==> src/rtl/sljd_pkg.sv <==
// shared types and constants of the sync/length/xor frame deframer
package sljd_pkg;

    // fixed frame layout
    localparam int unsigned FRAME_OVERHEAD = 5;

    // result kinds
    localparam logic [1:0] KIND_DATA  = 2'd0;
    localparam logic [1:0] KIND_EMPTY = 2'd1;
    localparam logic [1:0] KIND_LONG  = 2'd2;
    localparam logic [1:0] KIND_XSUM  = 2'd3;

    // configuration register indexes
    localparam logic [1:0] REG_SYNC_FIRST    = 2'd0;
    localparam logic [1:0] REG_SYNC_SECOND   = 2'd1;
    localparam logic [1:0] REG_PAYLOAD_LIMIT = 2'd2;

    // reset values of the configuration registers
    localparam logic [7:0] SYNC_FIRST_RST    = 8'd170;
    localparam logic [7:0] SYNC_SECOND_RST   = 8'd85;
    localparam logic [7:0] PAYLOAD_LIMIT_RST = 8'd255;

    // read offset updates
    typedef enum logic [2:0] {
        OFF_KEEP,
        OFF_ZERO,
        OFF_INC,
        OFF_TWO,
        OFF_THREE,
        OFF_FOUR
    } off_op_t;

    // buffer front removal
    typedef enum logic [1:0] {
        DROP_NONE,
        DROP_SCAN,
        DROP_FRAME,
        DROP_ONE
    } drop_op_t;

    // controller to datapath commands
    typedef struct packed {
        logic       load;
        off_op_t    off_op;
        drop_op_t   drop_op;
        logic       set_prev;
        logic       set_type;
        logic       set_len;
        logic       sum_init;
        logic       sum_acc;
        logic       idx_clr;
        logic       idx_inc;
        logic       emit;
        logic [1:0] emit_kind;
        logic       flush;
    } dp_cmd_t;

    // datapath to controller status
    typedef struct packed {
        logic off_at_count;
        logic pair_hit;
        logic hdr_short;
        logic frame_short;
        logic too_long;
        logic sum_end;
        logic sum_ok;
        logic len_zero;
        logic idx_last;
        logic can_emit;
        logic pend_valid;
        logic out_free;
    } dp_stat_t;

endpackage

==> src/rtl/sljd_ram.sv <==
// generic single-write, single-read ram with registered read data
module sljd_ram #(
    parameter int WIDTH = 8,
    parameter int DEPTH = 64
) (
    input  logic                     clk,
    input  logic                     we,
    input  logic [$clog2(DEPTH)-1:0] waddr,
    input  logic [WIDTH-1:0]         wdata,
    input  logic [$clog2(DEPTH)-1:0] raddr,
    output logic [WIDTH-1:0]         rdata
);

    logic [WIDTH-1:0] mem [DEPTH];

    // write port
    always_ff @(posedge clk)
    begin
        if (we)
        begin
            mem[waddr] <= wdata;
        end
    end

    // registered read port
    always_ff @(posedge clk)
    begin
        rdata <= mem[raddr];
    end

endmodule

==> src/rtl/sljd_ctrl.sv <==
// controller state machine of the frame deframer
module sljd_ctrl
    import sljd_pkg::*;
(
    input  logic     clk,
    input  logic     rst_n,
    input  logic     in_valid,
    output logic     in_stall,
    input  dp_stat_t stat,
    output dp_cmd_t  cmd
);

    typedef enum logic [13:0] {
        ST_IDLE   = 14'b00000000000001,
        ST_SCAN_A = 14'b00000000000010,
        ST_SCAN_B = 14'b00000000000100,
        ST_HDR    = 14'b00000000001000,
        ST_TYP_A  = 14'b00000000010000,
        ST_TYP_B  = 14'b00000000100000,
        ST_LEN_A  = 14'b00000001000000,
        ST_LEN_B  = 14'b00000010000000,
        ST_CHK    = 14'b00000100000000,
        ST_SUM_A  = 14'b00001000000000,
        ST_SUM_B  = 14'b00010000000000,
        ST_PAY_A  = 14'b00100000000000,
        ST_PAY_B  = 14'b01000000000000,
        ST_FIN    = 14'b10000000000000
    } state_t;

    state_t state_reg, state_next;

    // state register
    always_ff @(posedge clk or negedge rst_n)
    begin
        if (!rst_n)
        begin
            state_reg <= ST_IDLE;
        end
        else
        begin
            state_reg <= state_next;
        end
    end

    assign in_stall = (state_reg != ST_IDLE);

    // next state and commands
    always_comb
    begin
        state_next = state_reg;
        cmd = '0;
        cmd.off_op = OFF_KEEP;
        cmd.drop_op = DROP_NONE;
        cmd.emit_kind = KIND_DATA;
        case (state_reg)
            ST_IDLE:
            begin
                if (in_valid)
                begin
                    cmd.load = 1'b1;
                    cmd.off_op = OFF_ZERO;
                    state_next = ST_SCAN_A;
                end
            end
            ST_SCAN_A:
            begin
                if (stat.off_at_count)
                begin
                    // no pair: keep only the newest byte
                    cmd.drop_op = DROP_SCAN;
                    state_next = ST_FIN;
                end
                else
                begin
                    state_next = ST_SCAN_B;
                end
            end
            ST_SCAN_B:
            begin
                if (stat.pair_hit)
                begin
                    cmd.drop_op = DROP_SCAN;
                    state_next = ST_HDR;
                end
                else
                begin
                    cmd.set_prev = 1'b1;
                    cmd.off_op = OFF_INC;
                    state_next = ST_SCAN_A;
                end
            end
            ST_HDR:
            begin
                if (stat.hdr_short)
                begin
                    state_next = ST_FIN;
                end
                else
                begin
                    cmd.off_op = OFF_TWO;
                    state_next = ST_TYP_A;
                end
            end
            ST_TYP_A:
            begin
                state_next = ST_TYP_B;
            end
            ST_TYP_B:
            begin
                cmd.set_type = 1'b1;
                cmd.off_op = OFF_THREE;
                state_next = ST_LEN_A;
            end
            ST_LEN_A:
            begin
                state_next = ST_LEN_B;
            end
            ST_LEN_B:
            begin
                cmd.set_len = 1'b1;
                state_next = ST_CHK;
            end
            ST_CHK:
            begin
                if (stat.frame_short)
                begin
                    state_next = ST_FIN;
                end
                else if (stat.too_long)
                begin
                    if (stat.can_emit)
                    begin
                        cmd.emit = 1'b1;
                        cmd.emit_kind = KIND_LONG;
                        cmd.drop_op = DROP_FRAME;
                        cmd.off_op = OFF_ZERO;
                        state_next = ST_SCAN_A;
                    end
                end
                else
                begin
                    cmd.sum_init = 1'b1;
                    cmd.off_op = OFF_FOUR;
                    state_next = ST_SUM_A;
                end
            end
            ST_SUM_A:
            begin
                state_next = ST_SUM_B;
            end
            ST_SUM_B:
            begin
                if (!stat.sum_end)
                begin
                    cmd.sum_acc = 1'b1;
                    cmd.off_op = OFF_INC;
                    state_next = ST_SUM_A;
                end
                else if (!stat.sum_ok)
                begin
                    if (stat.can_emit)
                    begin
                        cmd.emit = 1'b1;
                        cmd.emit_kind = KIND_XSUM;
                        cmd.drop_op = DROP_ONE;
                        cmd.off_op = OFF_ZERO;
                        state_next = ST_SCAN_A;
                    end
                end
                else if (stat.len_zero)
                begin
                    if (stat.can_emit)
                    begin
                        cmd.emit = 1'b1;
                        cmd.emit_kind = KIND_EMPTY;
                        cmd.drop_op = DROP_FRAME;
                        cmd.off_op = OFF_ZERO;
                        state_next = ST_SCAN_A;
                    end
                end
                else
                begin
                    cmd.idx_clr = 1'b1;
                    cmd.off_op = OFF_FOUR;
                    state_next = ST_PAY_A;
                end
            end
            ST_PAY_A:
            begin
                state_next = ST_PAY_B;
            end
            ST_PAY_B:
            begin
                if (stat.can_emit)
                begin
                    cmd.emit = 1'b1;
                    cmd.emit_kind = KIND_DATA;
                    if (stat.idx_last)
                    begin
                        cmd.drop_op = DROP_FRAME;
                        cmd.off_op = OFF_ZERO;
                        state_next = ST_SCAN_A;
                    end
                    else
                    begin
                        cmd.idx_inc = 1'b1;
                        cmd.off_op = OFF_INC;
                        state_next = ST_PAY_A;
                    end
                end
            end
            ST_FIN:
            begin
                // release the held result marked as final
                if (!stat.pend_valid)
                begin
                    state_next = ST_IDLE;
                end
                else if (stat.out_free)
                begin
                    cmd.flush = 1'b1;
                    state_next = ST_IDLE;
                end
            end
            default:
            begin
                state_next = ST_IDLE;
            end
        endcase
    end

endmodule

==> src/rtl/sljd_dp.sv <==
// datapath of the frame deframer: ring buffer pointers, scan, checksum, results
module sljd_dp
    import sljd_pkg::*;
#(
    parameter int DEPTH = 64
) (
    input  logic                     clk,
    input  logic                     rst_n,
    input  dp_cmd_t                  cmd,
    output dp_stat_t                 stat,
    input  logic [7:0]               rx_byte,
    input  logic [7:0]               sync_first,
    input  logic [7:0]               sync_second,
    input  logic [7:0]               payload_limit,
    output logic                     ram_we,
    output logic [$clog2(DEPTH)-1:0] ram_waddr,
    output logic [7:0]               ram_wdata,
    output logic [$clog2(DEPTH)-1:0] ram_raddr,
    input  logic [7:0]               ram_rdata,
    output logic                     out_valid,
    input  logic                     out_stall,
    output logic [1:0]               kind,
    output logic [7:0]               frame_type,
    output logic [7:0]               data_byte,
    output logic [7:0]               byte_index,
    output logic [7:0]               payload_length,
    output logic                     last
);

    localparam int AW = $clog2(DEPTH);
    localparam int CW = $clog2(DEPTH + 1);
    localparam int SW = CW + 1;
    localparam logic [SW-1:0] DEPTH_S = SW'(DEPTH);

    // ring position of head plus an offset no larger than the depth
    function automatic logic [AW-1:0] wrap_add(input logic [AW-1:0] base,
                                               input logic [CW-1:0] n);
        logic [SW-1:0] s;
        s = SW'(base) + SW'(n);
        if (s >= DEPTH_S)
        begin
            s = s - DEPTH_S;
        end
        return s[AW-1:0];
    endfunction

    logic [AW-1:0] head_reg, head_next;
    logic [CW-1:0] count_reg, count_next;
    logic [CW-1:0] off_reg, off_next;
    logic [7:0]    prev_reg, type_reg, len_reg, sum_reg, idx_reg;
    logic [CW-1:0] drop_n;
    logic [8:0]    flen;

    logic          pend_valid_reg;
    logic [1:0]    pend_kind_reg;
    logic [7:0]    pend_type_reg, pend_data_reg, pend_idx_reg, pend_len_reg;

    logic          out_valid_reg;
    logic [1:0]    out_kind_reg;
    logic [7:0]    out_type_reg, out_data_reg, out_idx_reg, out_len_reg;
    logic          out_last_reg;
    logic          out_free, push;

    assign flen = 9'(FRAME_OVERHEAD) + 9'(len_reg);

    // buffer ports
    assign ram_we    = cmd.load;
    assign ram_waddr = wrap_add(head_reg, count_reg);
    assign ram_wdata = rx_byte;
    assign ram_raddr = wrap_add(head_reg, off_reg);

    // amount removed from the front
    always_comb
    begin
        case (cmd.drop_op)
            DROP_SCAN:  drop_n = (off_reg == '0) ? '0 : off_reg - CW'(1);
            DROP_FRAME: drop_n = flen[CW-1:0];
            DROP_ONE:   drop_n = CW'(1);
            default:    drop_n = '0;
        endcase
    end

    // head and fill count
    always_comb
    begin
        head_next = head_reg;
        count_next = count_reg;
        if (cmd.load)
        begin
            if (count_reg == CW'(DEPTH))
            begin
                head_next = wrap_add(head_reg, CW'(1));
            end
            else
            begin
                count_next = count_reg + CW'(1);
            end
        end
        else if (cmd.drop_op != DROP_NONE)
        begin
            head_next = wrap_add(head_reg, drop_n);
            count_next = count_reg - drop_n;
        end
    end

    // read offset
    always_comb
    begin
        case (cmd.off_op)
            OFF_ZERO:  off_next = '0;
            OFF_INC:   off_next = off_reg + CW'(1);
            OFF_TWO:   off_next = CW'(2);
            OFF_THREE: off_next = CW'(3);
            OFF_FOUR:  off_next = CW'(4);
            default:   off_next = off_reg;
        endcase
    end

    always_ff @(posedge clk or negedge rst_n)
    begin
        if (!rst_n)
        begin
            head_reg <= '0;
            count_reg <= '0;
        end
        else
        begin
            head_reg <= head_next;
            count_reg <= count_next;
        end
    end

    // scan and frame registers
    always_ff @(posedge clk)
    begin
        off_reg <= off_next;
        if (cmd.set_prev)
        begin
            prev_reg <= ram_rdata;
        end
        if (cmd.set_type)
        begin
            type_reg <= ram_rdata;
        end
        if (cmd.set_len)
        begin
            len_reg <= ram_rdata;
        end
        if (cmd.sum_init)
        begin
            sum_reg <= type_reg ^ len_reg;
        end
        else if (cmd.sum_acc)
        begin
            sum_reg <= sum_reg ^ ram_rdata;
        end
        if (cmd.idx_clr)
        begin
            idx_reg <= '0;
        end
        else if (cmd.idx_inc)
        begin
            idx_reg <= idx_reg + 8'd1;
        end
    end

    // output slot and held result
    assign out_free = !out_valid_reg || !out_stall;
    assign push = (cmd.emit && pend_valid_reg) || cmd.flush;

    always_ff @(posedge clk or negedge rst_n)
    begin
        if (!rst_n)
        begin
            pend_valid_reg <= 1'b0;
            out_valid_reg <= 1'b0;
        end
        else
        begin
            if (cmd.emit)
            begin
                pend_valid_reg <= 1'b1;
            end
            else if (cmd.flush)
            begin
                pend_valid_reg <= 1'b0;
            end
            if (push)
            begin
                out_valid_reg <= 1'b1;
            end
            else if (!out_stall)
            begin
                out_valid_reg <= 1'b0;
            end
        end
    end

    always_ff @(posedge clk)
    begin
        if (cmd.emit)
        begin
            pend_kind_reg <= cmd.emit_kind;
            pend_type_reg <= type_reg;
            pend_len_reg  <= len_reg;
            pend_data_reg <= (cmd.emit_kind == KIND_DATA) ? ram_rdata : 8'd0;
            pend_idx_reg  <= (cmd.emit_kind == KIND_DATA) ? idx_reg : 8'd0;
        end
        if (push)
        begin
            out_kind_reg <= pend_kind_reg;
            out_type_reg <= pend_type_reg;
            out_data_reg <= pend_data_reg;
            out_idx_reg  <= pend_idx_reg;
            out_len_reg  <= pend_len_reg;
            out_last_reg <= cmd.flush;
        end
    end

    assign out_valid      = out_valid_reg;
    assign kind           = out_kind_reg;
    assign frame_type     = out_type_reg;
    assign data_byte      = out_data_reg;
    assign byte_index     = out_idx_reg;
    assign payload_length = out_len_reg;
    assign last           = out_last_reg;

    // status
    assign stat.off_at_count = (off_reg == count_reg);
    assign stat.pair_hit     = (off_reg != '0) && (prev_reg == sync_first)
                               && (ram_rdata == sync_second);
    assign stat.hdr_short    = (count_reg < CW'(FRAME_OVERHEAD));
    assign stat.frame_short  = (9'(count_reg) < flen);
    assign stat.too_long     = (len_reg > payload_limit);
    assign stat.sum_end      = (9'(off_reg) == (9'd4 + 9'(len_reg)));
    assign stat.sum_ok       = (sum_reg == ram_rdata);
    assign stat.len_zero     = (len_reg == 8'd0);
    assign stat.idx_last     = (idx_reg == (len_reg - 8'd1));
    assign stat.can_emit     = !pend_valid_reg || out_free;
    assign stat.pend_valid   = pend_valid_reg;
    assign stat.out_free     = out_free;

endmodule

==> src/rtl/sync_len_xor_frame_deframer.sv <==
// top level of the sync/length/xor frame deframer
//
//  channel  | handshake              | payload
//  ---------+------------------------+------------------------------------------------
//  in       | in_valid / in_stall    | rx_byte
//  out      | out_valid / out_stall  | kind frame_type data_byte byte_index
//           |                        | payload_length last
//  config   | psel penable pwrite    | paddr pwdata prdata
//
//  after each word the bytes up to the sync pair are scanned and the frame bytes
//  read, all through the single read port of the ring buffer ram, whose read
//  data is registered; the input stalls until the controller is idle again.
//  reset clears the fill count and the handshakes; buffer contents need none.
//  a stalled output holds one result and a second waits in a holding register
//  before the scan pauses.
module sync_len_xor_frame_deframer
    import sljd_pkg::*;
#(
    parameter int BUFFER_DEPTH = 64
) (
    input  logic        clk,
    input  logic        rst_n,
    input  logic        in_valid,
    output logic        in_stall,
    input  logic [7:0]  rx_byte,
    output logic        out_valid,
    input  logic        out_stall,
    output logic [1:0]  kind,
    output logic [7:0]  frame_type,
    output logic [7:0]  data_byte,
    output logic [7:0]  byte_index,
    output logic [7:0]  payload_length,
    output logic        last,
    input  logic        psel,
    input  logic        penable,
    input  logic        pwrite,
    input  logic [3:0]  paddr,
    input  logic [31:0] pwdata,
    output logic [31:0] prdata,
    output logic        pready
);

    localparam int AW = $clog2(BUFFER_DEPTH);

    logic [7:0] sync_first_reg, sync_second_reg, payload_limit_reg;
    logic       cfg_write;
    dp_cmd_t    cmd;
    dp_stat_t   stat;
    logic          ram_we;
    logic [AW-1:0] ram_waddr, ram_raddr;
    logic [7:0]    ram_wdata, ram_rdata;

    // configuration registers
    assign pready = 1'b1;
    assign cfg_write = psel && penable && pwrite && pready;

    always_ff @(posedge clk or negedge rst_n)
    begin
        if (!rst_n)
        begin
            sync_first_reg <= SYNC_FIRST_RST;
            sync_second_reg <= SYNC_SECOND_RST;
            payload_limit_reg <= PAYLOAD_LIMIT_RST;
        end
        else if (cfg_write)
        begin
            case (paddr[3:2])
                REG_SYNC_FIRST:    sync_first_reg <= pwdata[7:0];
                REG_SYNC_SECOND:   sync_second_reg <= pwdata[7:0];
                REG_PAYLOAD_LIMIT: payload_limit_reg <= pwdata[7:0];
                default:           ;
            endcase
        end
    end

    // register read back
    always_comb
    begin
        case (paddr[3:2])
            REG_SYNC_FIRST:    prdata = {24'd0, sync_first_reg};
            REG_SYNC_SECOND:   prdata = {24'd0, sync_second_reg};
            REG_PAYLOAD_LIMIT: prdata = {24'd0, payload_limit_reg};
            default:           prdata = '0;
        endcase
    end

    sljd_ctrl u_ctrl (
        .clk      (clk),
        .rst_n    (rst_n),
        .in_valid (in_valid),
        .in_stall (in_stall),
        .stat     (stat),
        .cmd      (cmd)
    );

    sljd_dp #(
        .DEPTH (BUFFER_DEPTH)
    ) u_dp (
        .clk            (clk),
        .rst_n          (rst_n),
        .cmd            (cmd),
        .stat           (stat),
        .rx_byte        (rx_byte),
        .sync_first     (sync_first_reg),
        .sync_second    (sync_second_reg),
        .payload_limit  (payload_limit_reg),
        .ram_we         (ram_we),
        .ram_waddr      (ram_waddr),
        .ram_wdata      (ram_wdata),
        .ram_raddr      (ram_raddr),
        .ram_rdata      (ram_rdata),
        .out_valid      (out_valid),
        .out_stall      (out_stall),
        .kind           (kind),
        .frame_type     (frame_type),
        .data_byte      (data_byte),
        .byte_index     (byte_index),
        .payload_length (payload_length),
        .last           (last)
    );

    sljd_ram #(
        .WIDTH (8),
        .DEPTH (BUFFER_DEPTH)
    ) u_buf (
        .clk   (clk),
        .we    (ram_we),
        .waddr (ram_waddr),
        .wdata (ram_wdata),
        .raddr (ram_raddr),
        .rdata (ram_rdata)
    );

endmodule

==> config.mk <==
export PLATFORM = sky130hd
export DESIGN_NAME = sync_len_xor_frame_deframer
export DESIGN_NICKNAME = d
export VERILOG_FILES = /design/src/rtl/sljd_pkg.sv /design/src/rtl/sljd_ram.sv /design/src/rtl/sljd_ctrl.sv /design/src/rtl/sljd_dp.sv /design/src/rtl/sync_len_xor_frame_deframer.sv
export SDC_FILE = /design/constraint.sdc
export NUM_CORES = 1
export LEC_CHECK = 0
export BUFFER_PORTS_ARGS = -buffer_cell sky130_fd_sc_hd__buf_2
export CORE_MARGIN = 8
export CORE_UTILIZATION = 47
export DETAILED_ROUTE_END_ITERATION = 16
export PLACE_DENSITY = 0.66
export SYNTH_ARGS = -nofsm -noshare
export SYNTH_HDL_FRONTEND = slang
export SYNTH_HIERARCHICAL = 1
export SYNTH_SLANG_ARGS = --single-unit
==> constraint.sdc <==
create_clock -name clk -period 6.5 [get_ports clk]
set_input_delay 0.975 -clock clk [delete_from_list [all_inputs] [get_ports clk]]
set_output_delay 0.975 -clock clk [all_outputs]
set_load 0.05 [all_outputs]
==> flow_results.xml, run 1 <==
<?xml version="1.0" encoding="UTF-8"?>
<metrics>
  <group name="clock_tree">
    <metric name="clock_tree.htree_level_count" unit="">3</metric>
    <metric name="holdBufCountCts" unit="">0</metric>
    <metric name="clkSlewWorstSetupHoldPaths" unit="ps">60</metric>
    <metric name="tritoncts_num_sinks" unit="">689</metric>
    <metric name="cts-root-to-sink-buffers" unit="">3</metric>
    <metric name="tritoncts" unit="">yes</metric>
    <metric name="later_pin_clock_latency_in_the_skew_report" unit="ps">630</metric>
    <metric name="clockRootBuffer" unit="">sky130_fd_sc_hd__clkbuf_16</metric>
    <metric name="numCtsBuffers" unit="">70</metric>
  </group>
  <group name="worst_setup_path">
    <metric name="crit_top_cell" unit="">sky130_fd_sc_hd__ha_1</metric>
    <metric name="critical_path_class" unit="">flip-flop to flip-flop</metric>
    <metric name="worst_setup_path_startpoint" unit="">u_dp/len_reg[3]</metric>
    <metric name="worst_setup_path_start_kind" unit="">flip-flop</metric>
    <metric name="cp-end-kind" unit="">flip-flop</metric>
    <metric name="data_arrival_time_of_the_critical_path" unit="ps">6740</metric>
    <metric name="critPathRequiredTime" unit="ps">6980</metric>
    <metric name="crit_slowest_cell" unit="">sky130_fd_sc_hd__a2111oi_1</metric>
    <metric name="worst-path-max-fanout" unit="">8</metric>
    <metric name="critical_path.max_stage_delay" unit="ps">620</metric>
    <metric name="critical_path.reg2reg.startpoint" unit="">u_dp/len_reg[3]</metric>
    <metric name="r2r_slack" unit="ps">240</metric>
  </group>
  <group name="placement">
    <metric name="place_area" unit="µm²">31100</metric>
    <metric name="place.gp.congestion" unit="">0.889</metric>
    <metric name="port_buffers" unit="">69</metric>
    <metric name="place_hpwl" unit="mm">42.6</metric>
  </group>
  <group name="global_route">
    <metric name="grt_max_degree" unit="">65</metric>
    <metric name="global_route.overflow_total" unit="">0</metric>
    <metric name="global_route.usage.total" unit="%">18.3</metric>
    <metric name="grt_pass1_vias" unit="">16500</metric>
    <metric name="grt_pass1_wl" unit="mm">99.9</metric>
    <metric name="initial_antenna_violation_count" unit="">1</metric>
  </group>
  <group name="logic_synthesis">
    <metric name="synth.yosys.warnings" unit="">6</metric>
    <metric name="ys.flop_type" unit="">sky130_fd_sc_hd__edfxtp_1</metric>
    <metric name="yosys.area_share.xor_xnor" unit="%">2.86</metric>
    <metric name="syn_area_per_cell" unit="µm²">16.3</metric>
    <metric name="synth-async-reset-ratio" unit="%">7.69</metric>
    <metric name="synth.lib_cells_used.distinct" unit="">91</metric>
    <metric name="synth_compound_gate_area_share" unit="%">5.03</metric>
    <metric name="synth-seq-cells" unit="">689</metric>
    <metric name="postSynthCellCount" unit="">1844</metric>
    <metric name="yosys-mux-area-fraction" unit="%">11.7</metric>
    <metric name="post_synth_instance_area" unit="µm²">30000</metric>
    <metric name="synth-seq-area-share" unit="%">67.6</metric>
    <metric name="dominant_combinational_cell_family_by_area_after_synthesis" unit="">multiplexers</metric>
    <metric name="synth_edf_count" unit="">620</metric>
    <metric name="synth_adder_area_share" unit="%">2.14</metric>
    <metric name="synth_simple_gate_area_share" unit="%">7.43</metric>
  </group>
  <group name="power">
    <metric name="maximum_vdd_drop" unit="µV">428</metric>
    <metric name="power.total" unit="mW">15.4</metric>
    <metric name="leakage" unit="nW">11.5</metric>
    <metric name="power_density" unit="nW/µm²">462</metric>
  </group>
  <group name="status">
    <metric name="status" unit="">complete, no violations</metric>
  </group>
  <group name="finish">
    <metric name="layout.nets" unit="">2031</metric>
    <metric name="antennaDiodeCount" unit="">0</metric>
    <metric name="area_growth" unit="%">11.2</metric>
    <metric name="drive_gt1_share" unit="%">21.8</metric>
    <metric name="final_core_util" unit="%">52.9</metric>
    <metric name="largest_register_ffs" unit="">512</metric>
    <metric name="layout.cell_area.non_filler" unit="µm²">33400</metric>
    <metric name="nFillCells" unit="">5121</metric>
  </group>
  <group name="route">
    <metric name="via_count" unit="">16400</metric>
    <metric name="via_per_inst" unit="">5.80</metric>
    <metric name="drt_pre_antenna_iters" unit="">6</metric>
    <metric name="route.final.wire_length" unit="mm">66.1</metric>
    <metric name="drt_drc_violations_left" unit="">0</metric>
    <metric name="wire_per_inst" unit="µm">23.3</metric>
    <metric name="drt_iter0_drc" unit="">1505</metric>
    <metric name="remaining_antenna_violation_count_after_routing" unit="">0</metric>
  </group>
  <group name="sta">
    <metric name="timing.final.crit_period" unit="ps">6260</metric>
    <metric name="timing_worst_slew_pin_value" unit="ps">1270</metric>
    <metric name="setup_tns" unit="ps">0</metric>
    <metric name="grt_setup_unrepaired" unit="">false</metric>
    <metric name="final-max-slew-violation-count" unit="">0</metric>
    <metric name="finalCritPeriodShare" unit="%">96.3</metric>
    <metric name="max-slew-margin-rel" unit="%">15.0</metric>
    <metric name="post_route_worst_hold_slack" unit="ps">416</metric>
    <metric name="endpoints_failing_hold" unit="">0</metric>
    <metric name="max_clock_freq" unit="GHz">0.160</metric>
    <metric name="finalSetupViolCount" unit="">0</metric>
    <metric name="skew" unit="ps">42.7</metric>
  </group>
  <group name="floorplanning">
    <metric name="die_x" unit="µm">269</metric>
    <metric name="row_count" unit="">92</metric>
    <metric name="floorplan.initialDensity" unit="%">47.6</metric>
    <metric name="die_y" unit="µm">269</metric>
    <metric name="design.core.area" unit="µm²">63100</metric>
    <metric name="boundaryPins" unit="">121</metric>
    <metric name="dieArea" unit="µm²">72200</metric>
  </group>
  <group name="min_path">
    <metric name="holdCritStartpoint" unit="">u_dp/pend_type_reg[3]</metric>
    <metric name="min_path_type" unit="">flip-flop to flip-flop</metric>
  </group>
  <group name="flow_run">
    <metric name="max_cap_viol_count" unit="">0</metric>
  </group>
</metrics>
[where the power goes]
group / internal, mW / leakage, nW / switching, mW
logic: 2.43 / 4.02 / 3.66
registers: 5.15 / 6.36 / 0.267
clock network: 2.22 / 1.09 / 1.68
[worst paths after layout]
| path | to | cells after the start |
|---|---|---|
| max | u_dp/count_reg[6] | 26 |
| min | u_dp/frame_type[3] | 0 |
| max reg2reg | u_dp/count_reg[6] | 26 |
| min reg2reg | u_dp/frame_type[3] | 0 |
| max in group asynchronous | u_dp/head_reg[4] | 2 |
| min in group asynchronous | u_ctrl/state_reg[9] | 2 |
[layout by cell type (no fill, tap or decap), types with 40 or more instances in the layout]
master and instances:
sky130_fd_sc_hd__nand2_1 66, sky130_fd_sc_hd__mux4_2 119, sky130_fd_sc_hd__xnor2_1 46, sky130_fd_sc_hd__buf_2 69, sky130_fd_sc_hd__inv_1 42, sky130_fd_sc_hd__ha_1 44, sky130_fd_sc_hd__xor2_1 49, sky130_fd_sc_hd__nor2_1 139
sky130_fd_sc_hd__clkbuf_16 70, sky130_fd_sc_hd__edfxtp_1 620, sky130_fd_sc_hd__buf_4 49, sky130_fd_sc_hd__mux2i_1 40, sky130_fd_sc_hd__a21oi_1 54
[through the flow]
step           std cells  worst slack (ps)
2_1_floorplan       1867               707
3_3_place_gp        2705               214
3_5_place_dp        2705              72.9
4_1_cts             2832              47.5
5_1_grt             2832              19.3
6_report            2832               240
[repair_timing]
item | CTS | global route
setup buffers | 0 | 0
endpoints found under the setup margin | 0 | 1
hold endpoints to repair | 0 | 0
gates resized for setup | 0 | 3
[final cells by class]
class | count | area, µm² | share of cell area [%]
timing repair buffer | 119 | 733 | 2.20
multi-input combinational | 1008 | 8900 | 26.7
inverter | 43 | 164 | 0.491
sequential | 689 | 20300 | 60.8
tap | 846 | 1060 | 3.17
clock inverter | 41 | 419 | 1.26
clock buffer | 86 | 1820 | 5.46
[synthesized netlist by cell type, types with 5 or more instances]
cell type / n / area share, %
sky130_fd_sc_hd__edfxtp_1: 620 / 62
sky130_fd_sc_hd__nor2_1: 140 / 1.8
sky130_fd_sc_hd__mux4_2: 119 / 8.9
sky130_fd_sc_hd__nand2_1: 66 / 0.83
sky130_fd_sc_hd__a21oi_1: 54 / 0.90
sky130_fd_sc_hd__xnor2_1: 49 / 1.4
sky130_fd_sc_hd__xor2_1: 49 / 1.4
sky130_fd_sc_hd__clkbuf_1: 46 / 0.58
sky130_fd_sc_hd__ha_1: 45 / 1.9
sky130_fd_sc_hd__inv_1: 43 / 0.54
sky130_fd_sc_hd__buf_4: 41 / 1.0
sky130_fd_sc_hd__mux2i_1: 40 / 1.3
sky130_fd_sc_hd__dfrtp_1: 36 / 3.0
sky130_fd_sc_hd__o21ai_0: 33 / 0.55
sky130_fd_sc_hd__nand3_1: 29 / 0.48
sky130_fd_sc_hd__nor3_1: 28 / 0.47
sky130_fd_sc_hd__mux2_2: 27 / 1.0
sky130_fd_sc_hd__and2_1: 23 / 0.48
sky130_fd_sc_hd__o22ai_1: 20 / 0.42
sky130_fd_sc_hd__nor2b_1: 19 / 0.40
sky130_fd_sc_hd__a22oi_1: 18 / 0.45
sky130_fd_sc_hd__dfstp_2: 17 / 1.5
sky130_fd_sc_hd__buf_6: 16 / 0.60
sky130_fd_sc_hd__dfxtp_1: 16 / 1.1
sky130_fd_sc_hd__nand2b_1: 15 / 0.31
sky130_fd_sc_hd__buf_2: 14 / 0.23
sky130_fd_sc_hd__a21o_1: 13 / 0.33
sky130_fd_sc_hd__nand4_1: 13 / 0.27
sky130_fd_sc_hd__nor4_1: 11 / 0.23
sky130_fd_sc_hd__a31oi_1: 8 / 0.17
sky130_fd_sc_hd__mux2_4: 8 / 0.40
sky130_fd_sc_hd__o21a_1: 8 / 0.20
sky130_fd_sc_hd__or3_1: 8 / 0.17
sky130_fd_sc_hd__a211oi_1: 7 / 0.18
sky130_fd_sc_hd__buf_1: 7 / 0.088
sky130_fd_sc_hd__and3_1: 6 / 0.13
sky130_fd_sc_hd__o211ai_1: 6 / 0.15
sky130_fd_sc_hd__o221ai_1: 6 / 0.18
sky130_fd_sc_hd__o31a_1: 6 / 0.18
sky130_fd_sc_hd__and4b_1: 5 / 0.17
sky130_fd_sc_hd__nand4b_1: 5 / 0.15
sky130_fd_sc_hd__nor4b_1: 5 / 0.15
sky130_fd_sc_hd__or4_4: 5 / 0.19
[layer usage]
layer  up-vias  wire (µm)  global-route usage [%]
met3       119       4280                    3.57
met4         0       2220                    6.75
met2       549      32500                    30.3
li1       7289          -                       -
met5         -          0                       0
met1      8477      27100                    23.8
[critical path: cells and delay by family, from the launching register on]
kind | cells | cell delay, ps
xor+xnor | 1 | 160
simple gates | 9 | 1900
flops | 1 | 410
buf+inv | 1 | 210
fa+ha+maj | 3 | 870
compound gates | 12 | 2590
[kinds of logic after synthesis]
| group | Yosys count |
|---|---|
| simple gates | 419 |
| buf+inv | 170 |
| compound gates | 223 |
| mux | 194 |
| other cells | 2 |
| xor+xnor | 98 |
| fa+ha+maj | 49 |
| flops | 689 |
Power figures use the tool's default switching activity.
==> run 2: changes to the inputs <==
--- a/config.mk
+++ b/config.mk
@@ -8,6 +8,7 @@
 export BUFFER_PORTS_ARGS = -buffer_cell sky130_fd_sc_hd__buf_2
 export CORE_MARGIN = 8
 export CORE_UTILIZATION = 47
+export CTS_BUF_LIST = sky130_fd_sc_hd__clkbuf_8
 export DETAILED_ROUTE_END_ITERATION = 16
 export PLACE_DENSITY = 0.66
 export SYNTH_ARGS = -nofsm -noshare
==> constraint.sdc (replaced) <==
create_clock -name clk -period 5.4 [get_ports clk]
set_input_delay 0.81 -clock clk [delete_from_list [all_inputs] [get_ports clk]]
set_output_delay 0.81 -clock clk [all_outputs]
set_load 0.05 [all_outputs]
==> run 2 against run 1 <==
  * The flow now finishes with violations (setup timing)
  * Final cell count rose by 6.6%
  * First-iteration DRC count fell by 8.2%
  * Total power rose by 21%
  * Combinational power rose by 25%
  * Final area rose by 3.4%
  * Critical path depth rose by 2
  * Sequential share of layout area fell by 2.0 points
  * Largest cell class unchanged
  * Highest routed layer unchanged
==> flow_results.xml, run 2 (same netlist as run 1, synthesis figures left out) <==
<?xml version="1.0" encoding="UTF-8"?>
<metrics>
  <group name="status">
    <metric name="status" unit="">complete, but fails checks</metric>
    <metric name="failed_checks" unit="">setup timing</metric>
  </group>
  <group name="power">
    <metric name="cell_internal_pwr" unit="mW">11.8</metric>
    <metric name="switching_power" unit="mW">6.83</metric>
    <metric name="maximum_vdd_drop" unit="µV">422</metric>
    <metric name="power_density" unit="nW/µm²">539</metric>
    <metric name="leakage" unit="nW">12.3</metric>
    <metric name="combPwrFrac" unit="%">40.7</metric>
    <metric name="power.clock.fraction" unit="%">24.6</metric>
    <metric name="power.switching_fraction" unit="%">36.7</metric>
    <metric name="seq_power_share" unit="%">34.7</metric>
  </group>
  <group name="floorplanning">
    <metric name="row_count" unit="">92</metric>
    <metric name="die_y" unit="µm">269</metric>
    <metric name="dieArea" unit="µm²">72200</metric>
    <metric name="die_x" unit="µm">269</metric>
    <metric name="floorplan.initialDensity" unit="%">47.6</metric>
    <metric name="design.core.area" unit="µm²">63100</metric>
    <metric name="boundaryPins" unit="">121</metric>
  </group>
  <group name="worst_setup_path">
    <metric name="crit_slowest_cell" unit="">sky130_fd_sc_hd__or4_4</metric>
    <metric name="regToRegEndpoint" unit="">u_dp/count_reg[6]</metric>
    <metric name="worst_setup_path_startpoint" unit="">u_dp/len_reg[3]</metric>
    <metric name="r2r_slack" unit="ps">-200</metric>
    <metric name="worst_path_dominant_cell_family" unit="">compound AO/OA/AOI/OAI gates</metric>
    <metric name="number_of_cells_on_the_worst_reg_to_reg_path" unit="">28</metric>
    <metric name="data_arrival_time_of_the_critical_path" unit="ps">6170</metric>
    <metric name="critical_path.reg2reg.startpoint" unit="">u_dp/len_reg[3]</metric>
    <metric name="worst_setup_path_start_kind" unit="">flip-flop</metric>
    <metric name="crit_path_end" unit="">u_dp/count_reg[6]</metric>
    <metric name="cp-end-kind" unit="">flip-flop</metric>
    <metric name="critical_path.max_stage_delay" unit="ps">590</metric>
    <metric name="worst-path-max-fanout" unit="">4</metric>
    <metric name="critical_path_class" unit="">flip-flop to flip-flop</metric>
    <metric name="worst-path-stages" unit="">28</metric>
    <metric name="critPathRequiredTime" unit="ps">5970</metric>
    <metric name="cp.buffers_inverters" unit="">2</metric>
  </group>
  <group name="clock_tree">
    <metric name="cts-root-to-sink-buffers" unit="">3</metric>
    <metric name="numCtsBuffers" unit="">112</metric>
    <metric name="clock_tree.htree_level_count" unit="">3</metric>
    <metric name="clockRootBuffer" unit="">sky130_fd_sc_hd__clkbuf_8</metric>
    <metric name="clkSlewWorstSetupHoldPaths" unit="ps">60</metric>
    <metric name="holdBufCountCts" unit="">0</metric>
    <metric name="later_pin_clock_latency_in_the_skew_report" unit="ps">730</metric>
    <metric name="tritoncts_num_sinks" unit="">689</metric>
    <metric name="tritoncts" unit="">yes</metric>
  </group>
  <group name="finish">
    <metric name="largest_register_ffs" unit="">512</metric>
    <metric name="drive_gt1_share" unit="%">28.7</metric>
    <metric name="multiInputGateArea" unit="µm²">9100</metric>
    <metric name="layout.nets" unit="">2183</metric>
    <metric name="final_core_util" unit="%">54.7</metric>
    <metric name="antennaDiodeCount" unit="">0</metric>
    <metric name="layout_commonest_cell" unit="">sky130_fd_sc_hd__edfxtp_1</metric>
    <metric name="seqCellArea" unit="µm²">20300</metric>
    <metric name="nFillCells" unit="">5091</metric>
    <metric name="area_growth" unit="%">15.0</metric>
    <metric name="layout_common_cells" unit="">sky130_fd_sc_hd__edfxtp_1, sky130_fd_sc_hd__buf_4, sky130_fd_sc_hd__nor2_1</metric>
  </group>
  <group name="placement">
    <metric name="place.gp.congestion" unit="">0.893</metric>
    <metric name="port_buffers" unit="">69</metric>
    <metric name="post_placement_worst_setup_slack" unit="ps">-499</metric>
    <metric name="place_hpwl" unit="mm">44.3</metric>
  </group>
  <group name="route">
    <metric name="via_count" unit="">17000</metric>
    <metric name="drt_pre_antenna_iters" unit="">5</metric>
    <metric name="drt_drc_violations_left" unit="">0</metric>
    <metric name="drt_iter0_drc" unit="">1382</metric>
    <metric name="via_per_inst" unit="">5.62</metric>
    <metric name="route.final.wire_length" unit="mm">68.0</metric>
    <metric name="wire_per_inst" unit="µm">22.5</metric>
    <metric name="remaining_antenna_violation_count_after_routing" unit="">0</metric>
  </group>
  <group name="sta">
    <metric name="finalSetupViolCount" unit="">1</metric>
    <metric name="finalCritPeriodShare" unit="%">104</metric>
    <metric name="endpoints_failing_hold" unit="">0</metric>
    <metric name="final-max-slew-violation-count" unit="">0</metric>
    <metric name="timing.final.crit_period" unit="ps">5600</metric>
    <metric name="setup_slack" unit="ps">-198</metric>
    <metric name="max_clock_freq" unit="GHz">0.179</metric>
    <metric name="skew" unit="ps">38.4</metric>
    <metric name="grt_setup_unrepaired" unit="">true</metric>
    <metric name="max-slew-margin-rel" unit="%">16.3</metric>
    <metric name="timing_worst_slew_pin_value" unit="ps">1260</metric>
  </group>
  <group name="global_route">
    <metric name="global_route.usage.total" unit="%">18.8</metric>
    <metric name="grt_pass1_vias" unit="">17500</metric>
    <metric name="global_route.overflow_total" unit="">0</metric>
    <metric name="grt_pass1_wl" unit="mm">104</metric>
    <metric name="initial_antenna_violation_count" unit="">0</metric>
    <metric name="grt_max_degree" unit="">65</metric>
  </group>
  <group name="min_path">
    <metric name="min_path_type" unit="">input port to asynchronous set/reset pin</metric>
  </group>
  <group name="flow_run">
    <metric name="max_cap_viol_count" unit="">0</metric>
  </group>
</metrics>
[run 2: power groups by stage]
stage          clock (mW)  sequential, mW  combinational [mW]
6_report             4.57            6.45                7.58
3_5_place_dp            0            6.56                7.52
5_1_grt              4.91            6.48                8.06
3_3_place_gp            0            6.55                7.44
2_1_floorplan           0            6.45                5.42
4_1_cts              4.69            6.46                7.55
[run 2: stage by stage]
stage | TNS, ps | hold WS [ps] | area [µm²] | std cells | power, mW
after global routing | -374 | 263 | 34500 | 3019 | 19.4
after detailed placement | -499 | 405 | 31800 | 2791 | 14.1
after floorplan | -4720 | 400 | 30100 | 1867 | 11.9
final | -198 | 247 | 34500 | 3019 | 18.6
after global placement | -470 | 402 | 31800 | 2791 | 14.0
after CTS | -103 | 220 | 34300 | 3009 | 18.7
[run 2: area by class of cell]
type	count	area share [%]
clock buffer	117	4.67
clock inverter	87	1.97
inverter	43	0.482
multi-input combinational	1008	26.4
sequential	689	58.8
tap	846	3.07
timing repair buffer	229	4.65
[run 2: worst min-delay path by stage]
stage,depth (start not counted),slack (ps),endpoint,start
after floorplan,0,400,u_dp/byte_index[0],u_dp/pend_idx_reg[0]
after global placement,0,400,u_dp/byte_index[0],u_dp/pend_idx_reg[0]
after global routing,2,260,sync_second_reg[7],rst_n
after CTS,2,220,u_ctrl/state_reg[6],rst_n
final,2,250,sync_second_reg[7],rst_n
after detailed placement,0,400,u_dp/byte_index[3],u_dp/pend_idx_reg[3]
[run 2: timing repair]
action | CTS | global route
setup buffers | 14 | 12
pin swaps | 13 | 25
setup endpoints to repair | 1 | 1
gates resized for setup | 19 | 28
[run 2: layer usage]
layer  up-vias  GRT usage, %  share of wire, %
li1       7623             -                 -
met1      8560          24.4                41
met2       640          31.6                49
met3       141          3.43               6.5
met4         0          6.91               3.2
met5         -             0                 0
==> run 3: changes to the inputs <==
--- a/config.mk
+++ b/config.mk
@@ -6,11 +6,13 @@
 export NUM_CORES = 1
 export LEC_CHECK = 0
 export BUFFER_PORTS_ARGS = -buffer_cell sky130_fd_sc_hd__buf_2
+export CELL_PAD_IN_SITES_DETAIL_PLACEMENT = 0
+export CELL_PAD_IN_SITES_GLOBAL_PLACEMENT = 1
 export CORE_MARGIN = 8
 export CORE_UTILIZATION = 47
 export CTS_BUF_LIST = sky130_fd_sc_hd__clkbuf_8
 export DETAILED_ROUTE_END_ITERATION = 16
-export PLACE_DENSITY = 0.66
+export PLACE_DENSITY_LB_ADDON = 0.1
 export SYNTH_ARGS = -nofsm -noshare
 export SYNTH_HDL_FRONTEND = slang
 export SYNTH_HIERARCHICAL = 1
==> run 3 against run 2 <==
  * The run now ends clean
  * Sequential power about the same
  * Via count down 0.77%
  * Setup slack improved by 250 ps
  * Final area down 0.75%
  * Core utilization shrank 0.41 points
  * Combinational power rose by 2.8%
  * Clock power shrank 9.8%
  * Clock skew increased by 5.3 ps
  * Sequential share of layout area rose by 0.45 points
  * Worst hold slack lost 4.9 ps
  * Register-to-register slack improved by 250 ps
  * Critical path type unchanged
==> flow_results.xml, run 3 (same netlist as run 1, synthesis figures left out) <==
<?xml version="1.0" encoding="UTF-8"?>
<metrics>
  <group name="floorplanning">
    <metric name="die_x" unit="µm">269</metric>
    <metric name="dieArea" unit="µm²">72200</metric>
    <metric name="die_y" unit="µm">269</metric>
    <metric name="design.core.area" unit="µm²">63100</metric>
    <metric name="boundaryPins" unit="">121</metric>
    <metric name="floorplan.initialDensity" unit="%">47.6</metric>
    <metric name="row_count" unit="">92</metric>
  </group>
  <group name="global_route">
    <metric name="global_route.usage.total" unit="%">19.7</metric>
    <metric name="initial_antenna_violation_count" unit="">1</metric>
    <metric name="global_route.overflow_total" unit="">0</metric>
    <metric name="grt_pass1_vias" unit="">17300</metric>
    <metric name="grt_pass1_wl" unit="mm">107</metric>
    <metric name="grt_max_degree" unit="">65</metric>
  </group>
  <group name="worst_setup_path">
    <metric name="data_arrival_time_of_the_critical_path" unit="ps">5940</metric>
    <metric name="critical_path.max_stage_delay" unit="ps">470</metric>
    <metric name="critPathRequiredTime" unit="ps">5990</metric>
    <metric name="cp-end-kind" unit="">flip-flop</metric>
    <metric name="crit_slowest_cell" unit="">sky130_fd_sc_hd__or4b_4</metric>
    <metric name="number_of_cells_on_the_worst_reg_to_reg_path" unit="">31</metric>
    <metric name="critical_path_class" unit="">flip-flop to flip-flop</metric>
    <metric name="worst_setup_path_startpoint" unit="">u_dp/len_reg[0]</metric>
    <metric name="crit_top_cell" unit="">sky130_fd_sc_hd__o21a_1</metric>
    <metric name="worst_setup_path_start_kind" unit="">flip-flop</metric>
    <metric name="r2r_slack" unit="ps">50</metric>
    <metric name="critical_path.reg2reg.startpoint" unit="">u_dp/len_reg[0]</metric>
    <metric name="regToRegEndpoint" unit="">u_dp/count_reg[6]</metric>
    <metric name="worst-path-max-fanout" unit="">5</metric>
  </group>
  <group name="route">
    <metric name="route.final.wire_length" unit="mm">71.1</metric>
    <metric name="drt_pre_antenna_iters" unit="">7</metric>
    <metric name="wire_per_inst" unit="µm">23.6</metric>
    <metric name="drt_drc_violations_left" unit="">0</metric>
    <metric name="drt_iter0_drc" unit="">1136</metric>
    <metric name="via_per_inst" unit="">5.58</metric>
    <metric name="remaining_antenna_violation_count_after_routing" unit="">0</metric>
    <metric name="via_count" unit="">16800</metric>
  </group>
  <group name="clock_tree">
    <metric name="cts-root-to-sink-buffers" unit="">3</metric>
    <metric name="clkSlewWorstSetupHoldPaths" unit="ps">60</metric>
    <metric name="tritoncts_num_sinks" unit="">689</metric>
    <metric name="clockRootBuffer" unit="">sky130_fd_sc_hd__clkbuf_8</metric>
    <metric name="clock_tree.htree_level_count" unit="">3</metric>
    <metric name="later_pin_clock_latency_in_the_skew_report" unit="ps">730</metric>
    <metric name="numCtsBuffers" unit="">111</metric>
    <metric name="holdBufCountCts" unit="">0</metric>
    <metric name="tritoncts" unit="">yes</metric>
  </group>
  <group name="sta">
    <metric name="timing_worst_slew_pin_value" unit="ps">1180</metric>
    <metric name="grt_setup_unrepaired" unit="">true</metric>
    <metric name="timing.final.crit_period" unit="ps">5350</metric>
    <metric name="max_clock_freq" unit="GHz">0.187</metric>
    <metric name="post_route_worst_hold_slack" unit="ps">242</metric>
    <metric name="max-slew-margin-rel" unit="%">21.1</metric>
    <metric name="skew" unit="ps">43.7</metric>
    <metric name="finalSetupViolCount" unit="">0</metric>
    <metric name="final-max-slew-violation-count" unit="">0</metric>
    <metric name="endpoints_failing_hold" unit="">0</metric>
    <metric name="setup_slack" unit="ps">52.5</metric>
    <metric name="finalCritPeriodShare" unit="%">99.0</metric>
  </group>
  <group name="placement">
    <metric name="place.gp.congestion" unit="">0.855</metric>
    <metric name="port_buffers" unit="">69</metric>
    <metric name="place_hpwl" unit="mm">46.6</metric>
    <metric name="dpl.cell_count" unit="">2799</metric>
    <metric name="post_placement_worst_setup_slack" unit="ps">-709</metric>
    <metric name="place_area" unit="µm²">31900</metric>
  </group>
  <group name="finish">
    <metric name="layout_commonest_cell" unit="">sky130_fd_sc_hd__edfxtp_1</metric>
    <metric name="layout.nets" unit="">2181</metric>
    <metric name="largest_register_ffs" unit="">512</metric>
    <metric name="nFillCells" unit="">5279</metric>
    <metric name="drive_gt1_share" unit="%">28.0</metric>
    <metric name="layout.cell_area.non_filler" unit="µm²">34200</metric>
    <metric name="area_growth" unit="%">14.1</metric>
    <metric name="layout_common_cells" unit="">sky130_fd_sc_hd__edfxtp_1, sky130_fd_sc_hd__buf_4, sky130_fd_sc_hd__nor2_1</metric>
    <metric name="finalNonFillerCells" unit="">3016</metric>
  </group>
  <group name="power">
    <metric name="power_density" unit="nW/µm²">536</metric>
    <metric name="power.total" unit="mW">18.4</metric>
    <metric name="combPwrFrac" unit="%">42.4</metric>
    <metric name="switching_power" unit="mW">6.95</metric>
    <metric name="cell_internal_pwr" unit="mW">11.4</metric>
    <metric name="leakage" unit="nW">12.2</metric>
    <metric name="maximum_vdd_drop" unit="µV">376</metric>
    <metric name="seq_power_share" unit="%">35.2</metric>
    <metric name="power.switching_fraction" unit="%">37.9</metric>
    <metric name="power.clock.fraction" unit="%">22.4</metric>
  </group>
  <group name="min_path">
    <metric name="min_path_type" unit="">input port to asynchronous set/reset pin</metric>
  </group>
  <group name="flow_run">
    <metric name="max_cap_viol_count" unit="">0</metric>
  </group>
  <group name="status">
    <metric name="status" unit="">complete, no violations</metric>
  </group>
</metrics>
[run 3: cell count changes in the layout (fill, tap and decap cells not counted), sizes merged]
cell      change
buf           -1
clkinvlp      -2
inv          +12
bufinv        -8
diode         +1
clkinv        -4
clkbuf        -1
[run 3: worst max-delay path by stage]
| stage | slack, ps | depth (start not counted) | to |
|---|---|---|---|
| detailed placement | -710 | 27 | u_dp/count_reg[6] |
| CTS | -40 | 26 | u_dp/count_reg[6] |
| global placement | -520 | 27 | u_dp/count_reg[6] |
| floorplan | -130 | 13 | u_dp/byte_index[0] |
| finish | 50 | 31 | u_dp/count_reg[6] |
| global route | -200 | 28 | u_dp/count_reg[6] |
[run 3: routing by layer]
layer | part of all wire [%] | global-route usage (%) | vias to the layer above
li1 | - | - | 7622
met1 | 42 | 25.3 | 8657
met2 | 51 | 34.3 | 446
met3 | 4.7 | 3.30 | 108
met4 | 2.3 | 5.63 | 0
met5 | 0 | 0 | -
[run 3: metrics by stage]
step / util (%) / setup TNS (ps)
final: 54.3 / 0
after global routing: 54.3 / -203
after CTS: 54.1 / -41.1
after detailed placement: 50.6 / -709
after global placement: 50.6 / -519
after floorplan: - / -4720
[run 3: worst max-delay path, delay by kind of cell, from the launching register on]
family                     cells  cell delay (ps)
AOI/OAI and AO/OA             14             1790
xor gates and xnor gates       2              300
adders and majority gates      4              970
buffers and inverters          2              280
DFF                            1              460
and+or+nand+nor                9             1440
[run 3: what timing repair did]
action / CTS / global route
setup buffers: 10 / 5
resized for setup: 26 / 16
endpoints found under the setup margin: 1 / 1
pin swaps: 15 / 16
gates cloned: 0 / 0
[run 3: power by group through the flow]
| stage | Combinational [mW] | Clock [mW] | Sequential (mW) |
|---|---|---|---|
| CTS | 7.79 | 4.26 | 6.47 |
| global placement | 7.71 | 0 | 6.57 |
| floorplan | 5.42 | 0 | 6.45 |
| global route | 8.31 | 4.47 | 6.49 |
| detailed placement | 7.76 | 0 | 6.58 |
| finish | 7.79 | 4.12 | 6.46 |
[run 3: layout make-up]
| type | count | area [µm²] | share of cell area (%) |
|---|---|---|---|
| Antenna cell | 1 | 2.50 | 0.00731 |
| Clock buffer | 116 | 1600 | 4.66 |
| Clock inverter | 85 | 449 | 1.31 |
| Inverter | 43 | 164 | 0.479 |
| Multi-Input combinational cell | 1008 | 9080 | 26.5 |
| Sequential cell | 689 | 20300 | 59.2 |
| Tap cell | 846 | 1060 | 3.09 |
| Timing Repair Buffer | 228 | 1600 | 4.68 |
